--- src/rtl/edfs_ram.sv ---
`default_nettype none

module edfs_ram #(
  parameter int unsigned WIDTH = 8,
  parameter int unsigned DEPTH = 16
) (
  input  logic                     clk_i,
  input  logic                     en_i,
  input  logic                     we_i,
  input  logic [$clog2(DEPTH)-1:0] addr_i,
  input  logic [WIDTH-1:0]         wdata_i,
  output logic [WIDTH-1:0]         rdata_o
);

  logic [WIDTH-1:0] mem_q [DEPTH];

  always_ff @(posedge clk_i) begin
    if (en_i) begin
      if (we_i) begin
        mem_q[addr_i] <= wdata_i;
      end else begin
        rdata_o <= mem_q[addr_i];
      end
    end
  end

endmodule

`default_nettype wire

--- config.mk ---
export PLATFORM = sky130hd
export DESIGN_NAME = edfs_ram
export DESIGN_NICKNAME = d
export VERILOG_FILES = /design/src/rtl/edfs_ram.sv
export SDC_FILE = /design/constraint.sdc
export NUM_CORES = 1
export LEC_CHECK = 0
export ABC_AREA = 1
export BUFFER_PORTS_ARGS = -buffer_cell sky130_fd_sc_hd__buf_2
export CAP_MARGIN = 20
export CORE_AREA = 2 2 154 81
export CTS_CLUSTER_SIZE = 14
export DETAILED_ROUTE_END_ITERATION = 7
export DIE_AREA = 0 0 156 83
export GPL_ROUTABILITY_DRIVEN = 1
export HOLD_SLACK_MARGIN = 0.06
export PLACE_DENSITY = 0.7
export SLEW_MARGIN = 15
export SYNTH_ARGS = -nofsm -noshare
export SYNTH_HDL_FRONTEND = slang
export SYNTH_SLANG_ARGS = --single-unit
--- constraint.sdc ---
create_clock -name clk_i -period 4.3 [get_ports clk_i]
set_input_delay 0.645 -clock clk_i [delete_from_list [all_inputs] [get_ports clk_i]]
set_output_delay 0.645 -clock clk_i [all_outputs]
set_load 0.005 [all_outputs]
==> summary.txt <==
Synthesis
  • Avg Cell Area, Syn: 10.3 sq um
  • Synthesized instance count: 552
  • Ys Warns: 0
  • Synth top area cells: edfxtp_1, nand2_1, inv_1
  • Post-synthesis instance area: 5690 sq um
  • Syn nets: 567
  • Post-synthesis sequential area ratio: 0.718
  • Synth unique cells: 9
  • Area leader, netlist: edfxtp_1
  • Area share of the largest cell type after synthesis: 0.718
  • Yosys reg bits: 136

Clocking
  • Worst-Skew Late Latency: 0.43 ns
  • Reg clk slew, reported paths: 0.06 ns
  • CTS Hold Bufs: 0
  • CTS sink count: 136
  • CTS tree: built
  • Post-CTS Setup Repair Bufs: 0
  • Post-cts resize count: 0
  • Clk buf depth: 2
  • CTS H-tree depth: 4
  • TritonCTS buffer count: 17
  • CTS Root Cell: clkbuf_16

Die
  • Die area: 12900 sq um
  • Core area: 11500 sq um
  • Die Wd: 156 um
  • Initial core utilization: 0.494
  • Boundary Pins: 23
  • Die Height: 83 um
  • Core Rows: 28

Placement
  • Placed inst area: 5880 sq um
  • Worst slack at placement: 1.53 ns
  • Post-DP HPWL: 8890 um
  • Placer Congestion: 0.958
  • PortBufs: 22

Power and ir drop
  • Power Dens Cells: 499 nW/um^2
  • Leak: 2.78 nW
  • Peak supply drop: 0.248 mV
  • Total Power: 3.26 mW

Timing
  • RSZ-0062 raised after global routing: false
  • Final Critical Period: 2.37 ns
  • TNS Setup: 0 ns
  • Endpoints failing setup: 0
  • Hold WS: 0.680 ns
  • Setup ws final: 1.93 ns
  • Worst-margin pin slew: 0.990 ns
  • Relative slew margins: 0.338
  • Hold Vio Cnt, Final: 0
  • Final period utilization: 0.551
  • Max Freq: 422 MHz
  • Skew final: 0.00713 ns
  • Slew Limit Fails: 0

Route
  • Routed vias/inst: 5.28
  • Post-route ant nets: 0
  • Routed WL: 14000 um
  • DRC Markers: 0
  • Vias post-DR: 3890
  • Iter 0 DRT Violations: 440
  • DR WL/cell: 18.9 um
  • Pre-antenna DRT Iters: 6

Global routing
  • Initial antenna violation count: 0
  • GRT Total Usage: 0.224
  • First-pass GRT wire length: 20800 um
  • Number of global-route vias before repair: 3499
  • Largest net degree at the start of global routing: 53
  • Grt total ovfl: 0

Setup path
  • Arrival time worst endpoint: 2.43 ns
  • Worst setup SP type: primary input
  • Setup CP Type: primary input to flip-flop
  • Worst path required time: 4.36 ns
  • CP Cell Sequence: buf_2 > buf_4 > nand3_1 > nor2_1
  • Slowest CP cell: nor2_1
  • Crit end category: flip-flop
  • Max FO, Critical Path: 35
  • Crit-path max cell delay: 0.59 ns

Layout
  • Area Overhead vs Synth: 14.8%
  • Fill count: 954
  • Design area: 6530 sq um
  • Share of cells above drive strength 1: 0.101
  • Ant. Diodes: 0
  • Final #Nets: 589
  • Register area: 4080 sq um
  • Footprint of the multi-input gates: 1390 sq um

Hold path
  • HP Class: primary input to flip-flop

Run status
  • Status: complete, no violations

Run
  • MaxCap Viol Count: 0
## layout by cell type, fill, tap and decap left out, drive strengths merged
| cell | count |
|---|---|
| edfxtp | 136 |
| nor2 | 19 |
| clkinvlp | 1 |
| inv | 28 |
| bufinv | 5 |
| nand3 | 4 |
| buf | 24 |
| clkbuf | 17 |
| nand2 | 347 |
| clkinv | 6 |
## path summary, 6_finish.rpt
kind,cells past startpoint,slack (ns),start,end
max reg2reg,8,3.06,mem_q[4][1],rdata_o[1]
max,4,1.93,addr_i[0],mem_q[5][4]
min,1,0.68,wdata_i[4],mem_q[15][4]
min reg2reg,8,0.81,mem_q[2][4],rdata_o[4]
## synthesized netlist by cell type, drive strengths merged
cell type	instances
nor2	19
nand2	347
clkbuf	2
nand3	4
edfxtp	136
buf	19
inv	25
## flip-flops by register name (all words and copies together), names as in the netlist
name and cells:
rdata_o 8, mem_q 128
## cells by family after synthesis
kind of cell,share of synthesized area
flip-flops,0.718
buffers and inverters,0.0376
AND/OR/NAND/NOR,0.245
## where the power goes
group          internal [mW]  leakage (nW)  switching (mW)
clock                   1.03         0.316           0.573
combinational         0.0384          1.23           0.131
sequential              1.48          1.23         0.00450
## through the flow
step | utilization | instances
after floorplan | - | 552
after global placement | 0.511 | 705
after detailed placement | 0.511 | 705
after CTS | 0.567 | 737
after global routing | 0.567 | 737
final | 0.567 | 737
## critical path: cells and delay by family
kind | cells | cell delay, ns
and+or+nand+nor | 2 | 0.82
buffers and inverters | 2 | 0.93
## routing by layer
metal | vias up | wire (um) | global-route usage
met5 | - | 0 | 0
met4 | 0 | 169 | 0.0767
met3 | 17 | 1470 | 0.0689
met2 | 201 | 5350 | 0.260
met1 | 1857 | 6960 | 0.379
li1 | 1815 | - | -
## layout make-up
type,count,share of cell area
Clock buffer,17,0.0651
Clock inverter,15,0.0343
Inverter,25,0.0144
Multi-Input combinational cell,370,0.213
Sequential cell,136,0.625
Tap cell,150,0.0287
Timing Repair Buffer,24,0.0191
(Power assumes the default switching activity.)
